`src/assert_macros.svh`:
```
// Assertion macros for the line rasterizer.
// Needs signals clk and rst_n in the scope of each use.
`ifndef ASSERT_MACROS_SVH
`define ASSERT_MACROS_SVH
`ifndef SYNTHESIS
`define CLR_ASSERT(lbl, prop) \
  lbl: assert property (@(posedge clk) disable iff (!rst_n) prop) \
    else $error("%m: check failed");
`define CLR_ASSERT_RST(lbl, prop) \
  lbl: assert property (@(posedge clk) prop) else $error("%m: reset check failed");
`else
`define CLR_ASSERT(lbl, prop)
`define CLR_ASSERT_RST(lbl, prop)
`endif
`endif

```
`src/clr_pkg.sv`:
```
// Shared types and constants for the clipped line rasterizer.
// No dependencies.
package clr_pkg;

  localparam int COORD_BITS = 16;
  localparam int CLIP_BITS  = 13;
  localparam int EDGE_BITS  = CLIP_BITS - 1;
  localparam int COLOR_BITS = 32;

  localparam int DX_BITS  = COORD_BITS + 1;   // |x1-x0|, unsigned
  localparam int DYN_BITS = COORD_BITS + 2;   // -|y1-y0|, signed
  localparam int ERR_BITS = COORD_BITS + 3;   // error term, signed
  localparam int VIS_W    = (COORD_BITS > CLIP_BITS + 2) ? COORD_BITS : CLIP_BITS + 2;

  localparam int CFG_IDX_BITS = 2;
  localparam logic [CFG_IDX_BITS-1:0] CFG_CLIP_LEFT   = 2'd0;
  localparam logic [CFG_IDX_BITS-1:0] CFG_CLIP_TOP    = 2'd1;
  localparam logic [CFG_IDX_BITS-1:0] CFG_CLIP_WIDTH  = 2'd2;
  localparam logic [CFG_IDX_BITS-1:0] CFG_CLIP_HEIGHT = 2'd3;

  localparam logic [CLIP_BITS-1:0] CLIP_WIDTH_RST  = CLIP_BITS'(1024);
  localparam logic [CLIP_BITS-1:0] CLIP_HEIGHT_RST = CLIP_BITS'(768);

  localparam logic ACT_START = 1'b0;
  localparam logic ACT_STEP  = 1'b1;

  localparam int CQ_DEPTH = 4;
  localparam int CQ_AW    = $clog2(CQ_DEPTH);
  localparam int CQ_CW    = $clog2(CQ_DEPTH + 1);
  localparam int OQ_DEPTH = 4;
  localparam int OQ_AW    = $clog2(OQ_DEPTH);
  localparam int OQ_CW    = $clog2(OQ_DEPTH + 1);

  typedef struct packed {
    logic [EDGE_BITS-1:0] left;
    logic [EDGE_BITS-1:0] top;
    logic [CLIP_BITS-1:0] width;
    logic [CLIP_BITS-1:0] height;
  } clip_cfg_t;

  typedef struct packed {
    logic                  action;
    logic [COORD_BITS-1:0] x0;
    logic [COORD_BITS-1:0] y0;
    logic [COORD_BITS-1:0] x1;
    logic [COORD_BITS-1:0] y1;
    logic [COLOR_BITS-1:0] color;
  } cmd_t;

  // pixel leaving the stepper, before clip and end tests
  typedef struct packed {
    logic [COORD_BITS-1:0] x;
    logic [COORD_BITS-1:0] y;
    logic [COORD_BITS-1:0] tx;
    logic [COORD_BITS-1:0] ty;
    logic [COLOR_BITS-1:0] color;
  } beat_t;

  typedef struct packed {
    logic [COORD_BITS-1:0] x;
    logic [COORD_BITS-1:0] y;
    logic                  visible;
    logic [COLOR_BITS-1:0] color;
    logic                  last;
  } pix_t;

endpackage

```
`src/clr_front.sv`:
```
// Front end: accepts requests with their start/step action and queues them for the stepper.
// Depends on clr_pkg.
module clr_front
  import clr_pkg::*;
(
  input  logic clk,
  input  logic rst_n,
  input  logic push,
  output logic full,
  input  cmd_t in_cmd,
  input  logic cmd_pop,
  output logic cmd_valid,
  output cmd_t cmd
);

  cmd_t             q_r [CQ_DEPTH];
  logic [CQ_AW-1:0] wr_ptr_r, wr_ptr_nxt;
  logic [CQ_AW-1:0] rd_ptr_r, rd_ptr_nxt;
  logic [CQ_CW-1:0] cnt_r, cnt_nxt;
  logic             wr_en, rd_en;

  assign full      = (cnt_r == CQ_CW'(CQ_DEPTH));
  assign cmd_valid = (cnt_r != '0);
  assign cmd       = q_r[rd_ptr_r];
  assign wr_en     = push && !full;
  assign rd_en     = cmd_pop && cmd_valid;

  always_comb begin
    wr_ptr_nxt = wr_en ? wr_ptr_r + 1'b1 : wr_ptr_r;
    rd_ptr_nxt = rd_en ? rd_ptr_r + 1'b1 : rd_ptr_r;
    cnt_nxt    = cnt_r + CQ_CW'(wr_en) - CQ_CW'(rd_en);
  end

  always_ff @(posedge clk) begin
    if (!rst_n) begin
      wr_ptr_r <= '0;
      rd_ptr_r <= '0;
      cnt_r    <= '0;
    end else begin
      wr_ptr_r <= wr_ptr_nxt;
      rd_ptr_r <= rd_ptr_nxt;
      cnt_r    <= cnt_nxt;
    end
  end

  always_ff @(posedge clk) begin
    if (wr_en) begin
      q_r[wr_ptr_r] <= in_cmd;
    end
  end

endmodule

```
`src/clr_step.sv`:
```
// Bresenham stepper: holds the line state, takes queued requests, issues pixels.
// Depends on clr_pkg.
module clr_step
  import clr_pkg::*;
(
  input  logic  clk,
  input  logic  rst_n,
  input  logic  cmd_valid,
  input  cmd_t  cmd,
  output logic  cmd_pop,
  input  logic  room,
  output logic  beat_v,
  output beat_t beat
);

  logic [COORD_BITS-1:0] cur_x_r, cur_x_nxt, cur_y_r, cur_y_nxt;
  logic [COORD_BITS-1:0] tgt_x_r, tgt_x_nxt, tgt_y_r, tgt_y_nxt;
  logic                  sxn_r, sxn_nxt, syn_r, syn_nxt;
  logic [DX_BITS-1:0]    dx_r, dx_nxt;
  logic [DYN_BITS-1:0]   dyn_r, dyn_nxt;
  logic [ERR_BITS-1:0]   err_r, err_nxt;
  logic [ERR_BITS-1:0]   sum_r, sum_nxt;
  logic [COLOR_BITS-1:0] color_r, color_nxt;
  logic                  beat_v_r;
  beat_t                 beat_r, beat_nxt;

  logic                  busy, is_step, drop, fire;
  logic [DX_BITS-1:0]    xf, xr, yf, yr, dx0;
  logic [DYN_BITS-1:0]   dyn0;
  logic [ERR_BITS-1:0]   err0, err_pdy, err_pdx, err_pboth;
  logic [ERR_BITS:0]     e2;
  logic                  go_x, go_y;

  // the line is live until the end point has been issued
  assign busy    = (cur_x_r != tgt_x_r) || (cur_y_r != tgt_y_r);
  assign is_step = (cmd.action == ACT_STEP);
  assign drop    = is_step && !busy;
  assign fire    = cmd_valid && !drop && room;
  assign cmd_pop = cmd_valid && (drop || room);

  always_comb begin
    // start setup: both differences in parallel, pick by sign
    xf   = DX_BITS'($signed(cmd.x1)) - DX_BITS'($signed(cmd.x0));
    xr   = DX_BITS'($signed(cmd.x0)) - DX_BITS'($signed(cmd.x1));
    yf   = DX_BITS'($signed(cmd.y1)) - DX_BITS'($signed(cmd.y0));
    yr   = DX_BITS'($signed(cmd.y0)) - DX_BITS'($signed(cmd.y1));
    dx0  = xf[DX_BITS-1] ? xr : xf;
    dyn0 = yf[DX_BITS-1] ? DYN_BITS'($signed(yf)) : DYN_BITS'($signed(yr));
    err0 = ERR_BITS'(dx0) + ERR_BITS'($signed(dyn0));

    // step: all candidate error updates in parallel with the compares
    e2        = {err_r, 1'b0};
    go_x      = $signed(e2) >= $signed((ERR_BITS+1)'($signed(dyn_r)));
    go_y      = $signed(e2) <= $signed((ERR_BITS+1)'(dx_r));
    err_pdy   = err_r + ERR_BITS'($signed(dyn_r));
    err_pdx   = err_r + ERR_BITS'(dx_r);
    err_pboth = err_r + sum_r;

    cur_x_nxt = cur_x_r;
    cur_y_nxt = cur_y_r;
    tgt_x_nxt = tgt_x_r;
    tgt_y_nxt = tgt_y_r;
    sxn_nxt   = sxn_r;
    syn_nxt   = syn_r;
    dx_nxt    = dx_r;
    dyn_nxt   = dyn_r;
    err_nxt   = err_r;
    sum_nxt   = sum_r;
    color_nxt = color_r;

    if (fire) begin
      if (!is_step) begin
        cur_x_nxt = cmd.x0;
        cur_y_nxt = cmd.y0;
        tgt_x_nxt = cmd.x1;
        tgt_y_nxt = cmd.y1;
        sxn_nxt   = !($signed(cmd.x0) < $signed(cmd.x1));
        syn_nxt   = !($signed(cmd.y0) < $signed(cmd.y1));
        dx_nxt    = dx0;
        dyn_nxt   = dyn0;
        err_nxt   = err0;
        sum_nxt   = err0;
        color_nxt = cmd.color;
      end else begin
        if (go_x) begin
          cur_x_nxt = sxn_r ? cur_x_r - 1'b1 : cur_x_r + 1'b1;
        end
        if (go_y) begin
          cur_y_nxt = syn_r ? cur_y_r - 1'b1 : cur_y_r + 1'b1;
        end
        case ({go_x, go_y})
          2'b11:   err_nxt = err_pboth;
          2'b10:   err_nxt = err_pdy;
          2'b01:   err_nxt = err_pdx;
          default: err_nxt = err_r;
        endcase
      end
    end

    beat_nxt.x     = cur_x_nxt;
    beat_nxt.y     = cur_y_nxt;
    beat_nxt.tx    = tgt_x_nxt;
    beat_nxt.ty    = tgt_y_nxt;
    beat_nxt.color = color_nxt;
  end

  always_ff @(posedge clk) begin
    if (!rst_n) begin
      cur_x_r  <= '0;
      cur_y_r  <= '0;
      tgt_x_r  <= '0;
      tgt_y_r  <= '0;
      sxn_r    <= 1'b0;
      syn_r    <= 1'b0;
      dx_r     <= '0;
      dyn_r    <= '0;
      err_r    <= '0;
      sum_r    <= '0;
      color_r  <= '0;
      beat_v_r <= 1'b0;
    end else begin
      cur_x_r  <= cur_x_nxt;
      cur_y_r  <= cur_y_nxt;
      tgt_x_r  <= tgt_x_nxt;
      tgt_y_r  <= tgt_y_nxt;
      sxn_r    <= sxn_nxt;
      syn_r    <= syn_nxt;
      dx_r     <= dx_nxt;
      dyn_r    <= dyn_nxt;
      err_r    <= err_nxt;
      sum_r    <= sum_nxt;
      color_r  <= color_nxt;
      beat_v_r <= fire;
    end
  end

  always_ff @(posedge clk) begin
    if (fire) begin
      beat_r <= beat_nxt;
    end
  end

  assign beat_v = beat_v_r;
  assign beat   = beat_r;

endmodule

```
`src/clr_out.sv`:
```
// Back end: clip and end-point tests on each pixel, then the result queue.
// Depends on clr_pkg.
module clr_out
  import clr_pkg::*;
(
  input  logic      clk,
  input  logic      rst_n,
  input  clip_cfg_t clip,
  input  logic      beat_v,
  input  beat_t     beat,
  output logic      room,
  output logic      empty,
  input  logic      pop,
  output pix_t      head
);

  pix_t             q_r [OQ_DEPTH];
  logic [OQ_AW-1:0] wr_ptr_r, wr_ptr_nxt;
  logic [OQ_AW-1:0] rd_ptr_r, rd_ptr_nxt;
  logic [OQ_CW-1:0] cnt_r, cnt_nxt;
  logic             rd_en;
  pix_t             pix;
  logic [VIS_W-1:0] xe, ye, lft, rgt, top, bot;

  always_comb begin
    xe  = VIS_W'($signed(beat.x));
    ye  = VIS_W'($signed(beat.y));
    lft = VIS_W'(clip.left);
    top = VIS_W'(clip.top);
    rgt = VIS_W'((CLIP_BITS+1)'(clip.left) + (CLIP_BITS+1)'(clip.width));
    bot = VIS_W'((CLIP_BITS+1)'(clip.top) + (CLIP_BITS+1)'(clip.height));

    pix.x       = beat.x;
    pix.y       = beat.y;
    pix.visible = ($signed(xe) >= $signed(lft)) && ($signed(xe) < $signed(rgt)) &&
                  ($signed(ye) >= $signed(top)) && ($signed(ye) < $signed(bot));
    pix.color   = beat.color;
    pix.last    = (beat.x == beat.tx) && (beat.y == beat.ty);
  end

  // reserve a slot for the pixel already in flight
  assign room  = (cnt_r + OQ_CW'(beat_v)) < OQ_CW'(OQ_DEPTH);
  assign empty = (cnt_r == '0);
  assign head  = q_r[rd_ptr_r];
  assign rd_en = pop && !empty;

  always_comb begin
    wr_ptr_nxt = beat_v ? wr_ptr_r + 1'b1 : wr_ptr_r;
    rd_ptr_nxt = rd_en ? rd_ptr_r + 1'b1 : rd_ptr_r;
    cnt_nxt    = cnt_r + OQ_CW'(beat_v) - OQ_CW'(rd_en);
  end

  always_ff @(posedge clk) begin
    if (!rst_n) begin
      wr_ptr_r <= '0;
      rd_ptr_r <= '0;
      cnt_r    <= '0;
    end else begin
      wr_ptr_r <= wr_ptr_nxt;
      rd_ptr_r <= rd_ptr_nxt;
      cnt_r    <= cnt_nxt;
    end
  end

  always_ff @(posedge clk) begin
    if (beat_v) begin
      q_r[wr_ptr_r] <= pix;
    end
  end

endmodule

```
`src/clipped_line_rasterizer.sv`:
```
// Top level of the clipped line rasterizer: clip registers, front queue,
// stepper and result queue. Depends on clr_pkg, clr_front, clr_step, clr_out.
//
//   channel  handshake          payload
//   input    push / full        in_action, in_start_x/y, in_end_x/y, in_color_word
//   result   empty / pop        out_pixel_x/y, out_visible, out_pixel_color, out_last
//   config   cfg_we             cfg_index, cfg_data
//
// One request per cycle sustained while the result queue has room; a start, or a step
// on a live line, yields its pixel via the front queue, stepper register and result
// queue. Throughput is set by the error-term update in the stepper.
// rst_n is synchronous; both queues come up empty and the stepper idle.
// A full result queue stalls the stepper; the front queue keeps taking requests
// until its four entries are used. Steps that arrive while idle are dropped.
`include "assert_macros.svh"

module clipped_line_rasterizer
  import clr_pkg::*;
(
  input  logic                    clk,
  input  logic                    rst_n,
  input  logic                    push,
  output logic                    full,
  input  logic                    in_action,
  input  logic [COORD_BITS-1:0]   in_start_x,
  input  logic [COORD_BITS-1:0]   in_start_y,
  input  logic [COORD_BITS-1:0]   in_end_x,
  input  logic [COORD_BITS-1:0]   in_end_y,
  input  logic [COLOR_BITS-1:0]   in_color_word,
  output logic                    empty,
  input  logic                    pop,
  output logic [COORD_BITS-1:0]   out_pixel_x,
  output logic [COORD_BITS-1:0]   out_pixel_y,
  output logic                    out_visible,
  output logic [COLOR_BITS-1:0]   out_pixel_color,
  output logic                    out_last,
  input  logic                    cfg_we,
  input  logic [CFG_IDX_BITS-1:0] cfg_index,
  input  logic [CLIP_BITS-1:0]    cfg_data
);

  clip_cfg_t               clip_r, clip_nxt;
  cmd_t                    in_cmd, cmd;
  logic                    cmd_valid, cmd_pop;
  logic                    room, beat_v;
  beat_t                   beat;
  pix_t                    head;
  logic                    start_go;
  logic [2*COORD_BITS-1:0] start_xy;

  always_comb begin
    clip_nxt = clip_r;
    if (cfg_we) begin
      unique case (cfg_index)
        CFG_CLIP_LEFT:   clip_nxt.left   = cfg_data[EDGE_BITS-1:0];
        CFG_CLIP_TOP:    clip_nxt.top    = cfg_data[EDGE_BITS-1:0];
        CFG_CLIP_WIDTH:  clip_nxt.width  = cfg_data;
        CFG_CLIP_HEIGHT: clip_nxt.height = cfg_data;
        default:         clip_nxt = clip_r;
      endcase
    end
  end

  always_ff @(posedge clk) begin
    if (!rst_n) begin
      clip_r.left   <= '0;
      clip_r.top    <= '0;
      clip_r.width  <= CLIP_WIDTH_RST;
      clip_r.height <= CLIP_HEIGHT_RST;
    end else begin
      clip_r <= clip_nxt;
    end
  end

  always_comb begin
    in_cmd.action = in_action;
    in_cmd.x0     = in_start_x;
    in_cmd.y0     = in_start_y;
    in_cmd.x1     = in_end_x;
    in_cmd.y1     = in_end_y;
    in_cmd.color  = in_color_word;
  end

  clr_front u_front (
    .clk       (clk),
    .rst_n     (rst_n),
    .push      (push),
    .full      (full),
    .in_cmd    (in_cmd),
    .cmd_pop   (cmd_pop),
    .cmd_valid (cmd_valid),
    .cmd       (cmd)
  );

  clr_step u_step (
    .clk       (clk),
    .rst_n     (rst_n),
    .cmd_valid (cmd_valid),
    .cmd       (cmd),
    .cmd_pop   (cmd_pop),
    .room      (room),
    .beat_v    (beat_v),
    .beat      (beat)
  );

  clr_out u_out (
    .clk    (clk),
    .rst_n  (rst_n),
    .clip   (clip_r),
    .beat_v (beat_v),
    .beat   (beat),
    .room   (room),
    .empty  (empty),
    .pop    (pop),
    .head   (head)
  );

  assign out_pixel_x     = head.x;
  assign out_pixel_y     = head.y;
  assign out_visible     = head.visible;
  assign out_pixel_color = head.color;
  assign out_last        = head.last;

  assign start_go = cmd_valid && cmd_pop && (cmd.action == ACT_START);
  assign start_xy = {cmd.x0, cmd.y0};

  `CLR_ASSERT(a_accept_queued, (push && !full) |=> cmd_valid)
  `CLR_ASSERT(a_start_issues, start_go |=> (beat_v && {beat.x, beat.y} == $past(start_xy)))
  `CLR_ASSERT(a_beat_lands, beat_v |=> !empty)
  `CLR_ASSERT_RST(a_reset_clear, !rst_n |=> (empty && !full && !beat_v))

endmodule

```
`config.mk`:
```
export PLATFORM = sky130hd
export DESIGN_NAME = clipped_line_rasterizer
export DESIGN_NICKNAME = d
export VERILOG_FILES = /design/src/clr_pkg.sv /design/src/clr_front.sv /design/src/clr_step.sv /design/src/clr_out.sv /design/src/clipped_line_rasterizer.sv
export VERILOG_INCLUDE_DIRS = /design/src /design/src/src
export SDC_FILE = /design/constraint.sdc
export NUM_CORES = 2
export LEC_CHECK = 0
export BUFFER_PORTS_ARGS = -buffer_cell sky130_fd_sc_hd__buf_2
export CAP_MARGIN = 30
export CORE_MARGIN = 2
export CORE_UTILIZATION = 50
export DETAILED_ROUTE_END_ITERATION = 7
export GPL_ROUTABILITY_DRIVEN = 1
export PLACE_DENSITY = 0.76
export REMOVE_ABC_BUFFERS = 1
export SKIP_CTS_REPAIR_TIMING = 1
export SYNTH_ARGS = -nofsm -noshare
export SYNTH_HDL_FRONTEND = slang
export SYNTH_SLANG_ARGS = --single-unit
```
`constraint.sdc`:
```
create_clock -name clk -period 5.4 [get_ports clk]
set_input_delay 1.08 -clock clk [delete_from_list [all_inputs] [get_ports clk]]
set_output_delay 1.08 -clock clk [all_outputs]
set_load 0.01 [all_outputs]
```
=== Word level (Yosys, flattened, before mapping) ===
Memory sizes are Yosys's and may differ from the RTL's. A register that Yosys moved wholly into a read port is not among the register bits.
Index checks and enable logic that the tools add are counted.

* Register bits: 332
* Latch bits: 0
* RAM bits: 652
* ROM bits: 0
* Input bits: 117
* Word-level logic and storage cells: 127
* Memories: 2

* Add/sub/neg operators: 22
* Multipliers: 0
* Divide/modulo/power cells: 0
* Order comparisons: 9
* Equal/unequal tests: 12
* Shift-type cells: 0
* Multiplexer cells: 26
* Bitwise logic cells: 1
* Reduce and logical (&&, ||, !) cells: 28

{| class="wikitable"
|+ Memories
! memory !! depth !! width !! rd ports !! clocked after memory_dff !! write ports !! line !! text
|-
| u_front.q_r || 4 || 97 || 1 || 1 || 1 || clr_front.sv:16 || <nowiki>cmd_t q_r [CQ_DEPTH];</nowiki>
|-
| u_out.q_r || 4 || 66 || 1 || 1 || 1 || clr_out.sv:17 || <nowiki>pix_t q_r [OQ_DEPTH];</nowiki>
|}

{| class="wikitable"
|+ Operators by type and width
! kind !! number
|-
| 2-to-1 mux 16 bit || 12
|-
| subtractor 16 x 16 -> 17 bit || 4
|-
| less-than comparator 16 bit || 4
|-
| 2-to-1 mux 32 bit || 2
|-
| one-hot mux 19 bit (3 select lines) || 1
|-
| adder 19 bit || 2
|-
| adder 16 x 1 -> 16 bit (second input constant) || 2
|-
| equality test 16 bit || 2
|-
| greater-or-equal comparator 16 x 13 -> 1 bit || 2
|-
| inequality test 16 bit || 2
|-
| subtractor 16 x 1 -> 16 bit (second input constant) || 2
|-
| adder 12 x 13 -> 14 bit || 2
|-
| greater-or-equal comparator 20 x 18 -> 1 bit || 1
|-
| <= comparator 20 x 18 -> 1 bit || 1
|-
| adder 18 x 18 -> 19 bit || 1
|-
| adder 19 x 17 -> 19 bit || 1
|-
| 2-to-1 mux 19 bit || 1
|-
| 2-to-1 mux 18 bit || 1
|-
| 2-to-1 mux 17 bit || 1
|-
| AND reduction 2 bit || 6
|-
| logical AND 1 bit || 11
|-
| adder 2 x 1 -> 2 bit (second input constant) || 4
|-
| equality test 2 bit (second input constant) || 4
|-
| 2-to-1 mux 2 bit || 4
|-
| 13 further kinds || 25
|}

=== Logic depth before layout (Yosys ltp) ===
* Depth after elaboration: 9
* Mapped depth: 25
* Mapped depth without buffers: 23

=== Hierarchy ===
From an unflattened synthesis, not the netlist that was laid out.

* Cells, all modules: 3,467
* Area, all modules: 46,309.4 um2

{| class="wikitable"
|+ By module, submodules not included
! module !! instances !! cells each !! area an instance (um2) !! seq. area each (um2)
|-
| clr_step || 1 || 2,001 || 17,430.5 || 6,306.0
|-
| clr_front || 1 || 555 || 14,461.4 || 11,831.3
|-
| clr_out || 1 || 725 || 12,545.8 || 8,107.8
|-
| clipped_line_rasterizer || 1 || 186 || 1,871.8 || 1,001.0
|}

=== Least setup slack after synthesis ===
Ideal clock, no wire load.

* Path kind: reg-to-reg
* Start point: register (tool-made name)
* End point: register u_step.err_r[17]
* Arrival time: 5.665 ns
* Slack: -0.392 ns
* Cell stages (with the launch flop): 26
* Cells stage by stage: dfxtp_1 -> clkbuf_1 -> buf_2 -> buf_2 -> mux4_2 -> inv_1 -> ha_1 -> buf_2 -> and3_4 -> a221oi_1 -> nand3_1 -> o31ai_4 -> buf_6 -> nor3_1 -> a21oi_2 -> xor2_1 -> ha_1 -> a2111oi_0 -> o21ai_0 -> a21oi_1 -> o211ai_1 -> a21oi_1 -> o21bai_1 -> xnor2_1 -> nor2_1 -> or3_1

{| class="wikitable"
|+ RTL lines
! what !! line !! text
|-
| to (signal assigned) || clr_step.sv:130 || <nowiki>err_r <= err_nxt;</nowiki>
|-
| to (decl) || clr_step.sv:21 || <nowiki>logic [ERR_BITS-1:0] err_r, err_nxt;</nowiki>
|}

==> results by group <==
Detailed routing
  • 1st-iter DRT viols: 2,856
  • DRC: 0
  • Routed length per placed instance: 22.4 um
  • ANT nets after route: 0
  • Vias/cell: 5.79
  • Vias: 30,200
  • Drt pass-1 iters: 5
  • Routed wire length: 117 mm

Worst setup path
  • Flop-to-flop setup slack: 40 ps
  • Critical path launch point type: flip-flop
  • WP buf/inv: 3
  • Crit-path cells: buf_8 > mux4_2 > inv_1 > ha_1 > inv_1 > fa_2 > a21oi_2 > o211ai_1 > a31oi_2 > o32ai_4 > nor3_1 > a21oi_2 > xor2_2 > ha_4 > a2111oi_2 > o21ai_1 > a21oi_2 > o211ai_1 > a21oi_1 > o21bai_1 > xnor2_1 > nor2_1 > or3_1
  • Max incr delay on CP: 510 ps
  • Element type at the critical path end: flip-flop
  • Worst-path fanout max: 7
  • Path type of the worst setup path: reg2reg
  • Most frequent CP cell: a21oi_2
  • Worst reg2reg endpoint: u_step.err_r[17]
  • R2R cell count: 23
  • Req. time, crit path: 5950 ps
  • Critical path's slowest cell: mux4_2
  • Critical Path AT: 5910 ps
  • Top delay family on crit path: compound AO/OA/AOI/OAI gates

Clock network
  • CTS max path bufs: 3
  • Skew-Pair Late Insertion Delay: 690 ps
  • CTS HTree Levels: 3
  • TritonCTS sink count: 987
  • Num CTS Buffers: 98
  • Clock slew seen by the registers of the worst setup and hold paths: 60 ps
  • Root buf cell: clkbuf_16
  • CTS tree: yes

Final layout
  • Synthesis-to-finish area growth: 17.9%
  • Nets: 4,320
  • Commonest non-fill, non-tap cell in the layout: edfxtp_1
  • Most frequent cells in the layout: edfxtp_1, nand2_1, buf_4
  • Fillcell total: 6,941
  • Layout cells sized above 1: 23.0%

Logic synthesis
  • Sequential fraction of the synthesis area: 59.4%
  • Ys async rst share: 0%
  • Yosys warnings: 0
  • Register bit total from synthesis: 987
  • Number of synthesized flops with an enable pin: 748
  • Post-Syn Instances: 3,495
  • Post-Syn Area: 45,900 sq um
  • Mean post-synth cell area: 13.1 sq um
  • Prevailing post-synth register cell: edfxtp_1
  • Synth cell types: 86

Timing
  • Fmax: 0.186 GHz
  • Pins Over Slew Limit: 0
  • RSZ-0062 raised after global routing: true
  • Fin. Hold Viols: 0
  • Max transition margin: 32.9%
  • Pin slew with the least headroom to its limit: 1000 ps
  • Fin crit share: 99.3%
  • Clock skew: 47.2 ps
  • Setup violators final: 0
  • Fin Setup TNS: 0 ps
  • Minimum clock period: 5360 ps

Global routing
  • Gr usage total: 24.5%
  • GR Layer Usage met3: 3.78%
  • Largest net degree at the start of global routing: 101
  • Global route hottest layer: met2
  • GR met1 Demand/Resource: 35.6%
  • First-pass GRT wire length: 176 mm
  • Vias in the first global route: 29,400
  • Initial antenna violation count: 15
  • M2 GR Usage: 38.4%
  • Grt total ovfl: 0

Job
  • # Max-Cap Violations: 0

Floorplan
  • Die H: 307 um
  • Die Width: 307 um
  • Core area: 91,200 sq um
  • Row cnt: 111
  • Ports: 185
  • Initial core utilization: 50.3%
  • Die area: 94,100 sq um

Status
  • Outcome: finished clean

Hold path
  • Hold path startpoint: u_step.sum_r[14]
  • Hold WC Path Type: reg2reg
  • Worst Hold Endpoint: u_step.sum_r[14]
  • Hold path depth: 2

Placed design
  • Port bufs: 184
  • DP HPWL: 80.7 mm
  • Global placement routability congestion: 0.938
-- cell usage after synthesis (all sizes together), types with 19 or more instances --
cell | instances | area share, %
o211ai | 20 | 0.33
nand2 | 336 | 2.8
xnor2 | 93 | 1.8
nor3 | 38 | 0.43
mux2i | 33 | 0.72
dfxtp | 239 | 10
o21a | 32 | 0.52
a22oi | 22 | 0.36
o21ai | 129 | 1.4
a21o | 63 | 1.0
o21bai | 20 | 0.33
and2 | 93 | 1.3
nand4 | 22 | 0.30
nor2b | 27 | 0.37
mux4 | 162 | 8.0
inv | 195 | 1.6
nor2 | 190 | 1.6
nand3 | 50 | 0.55
ha | 256 | 7.0
clkbuf | 100 | 0.82
buf | 45 | 0.46
edfxtp | 748 | 49
nand2b | 19 | 0.26
a21oi | 227 | 2.5
xor2 | 79 | 1.5
a211oi | 46 | 0.79
-- flip-flops by register name, indices dropped and copies added (netlist names), 3 cells and up, named ones only --
signal	flops
u_front.cnt_r	3
u_out.cnt_r	3
clip_r	50
u_front.q_r	388
u_out.q_r	264
u_step.dyn_r	17
u_step.err_r	19
u_step.color_r	32
u_step.dx_r	17
u_step.cur_y_r	16
u_step.cur_x_r	16
u_step.tgt_x_r	16
u_step.tgt_y_r	16
u_step.sum_r	19
u_step.beat	96
-- cell families after synthesis --
group                    synth area share, %
flip-flops                              59.4
AO/OA/AOI/OAI                           9.68
multiplexers                            8.78
buffers and inverters                   2.88
AND/OR/NAND/NOR                         8.49
adder cells (fa/ha/maj)                 7.47
XOR/XNOR                                3.29
-- final cells by class --
cell class / instances / area, sq um / share of cell area [%]
antenna: 8 / 20.0 / 0.0370
clock buffer: 131 / 2750 / 5.09
clock inverter: 54 / 647 / 1.20
inverter: 196 / 741 / 1.37
multi-input combinational: 2167 / 17700 / 32.7
sequential: 987 / 27300 / 50.4
tap: 1186 / 1480 / 2.75
timing repair buffer: 486 / 3440 / 6.37
-- routing by layer --
metal	routed length [um]	vias up	part of all wire, %
li1	-	13900	-
met1	51600	14900	44
met2	53600	1161	46
met3	7940	202	6.8
met4	3320	6	2.8
met5	34	-	0.029
-- tightest hold or removal path, delay by kind of cell, from the launching register on --
family | cells | cell delay [ps]
flops | 1 | 310
simple gates | 1 | 50
compound gates | 1 | 50
-- per-stage QoR --
step	std cells	hold slack [ps]	instance area, sq um	worst slack (ps)	utilization, %
after floorplan	3350	432	45300	-4880	-
after global placement	4982	442	49800	-132	54.6
after detailed placement	4989	447	50000	-207	54.8
after CTS	5174	456	53400	-265	58.5
after global routing	5213	470	54000	-259	59.2
final	5215	458	54000	36.6	59.2
-- how the worst max path moves through the flow --
stage	cells after the start	start	to
floorplan	4	flip-flop	u_step.beat[93]
global placement	21	flip-flop	u_step.err_r[17]
detailed placement	21	flip-flop	u_step.err_r[17]
CTS	21	flip-flop	u_step.err_r[17]
global route	24	flip-flop	u_step.err_r[17]
finish	23	flip-flop	u_step.err_r[17]
Power is not shown: default switching activity piles up to over one toggle a cycle in this logic, so the estimate is an artifact.
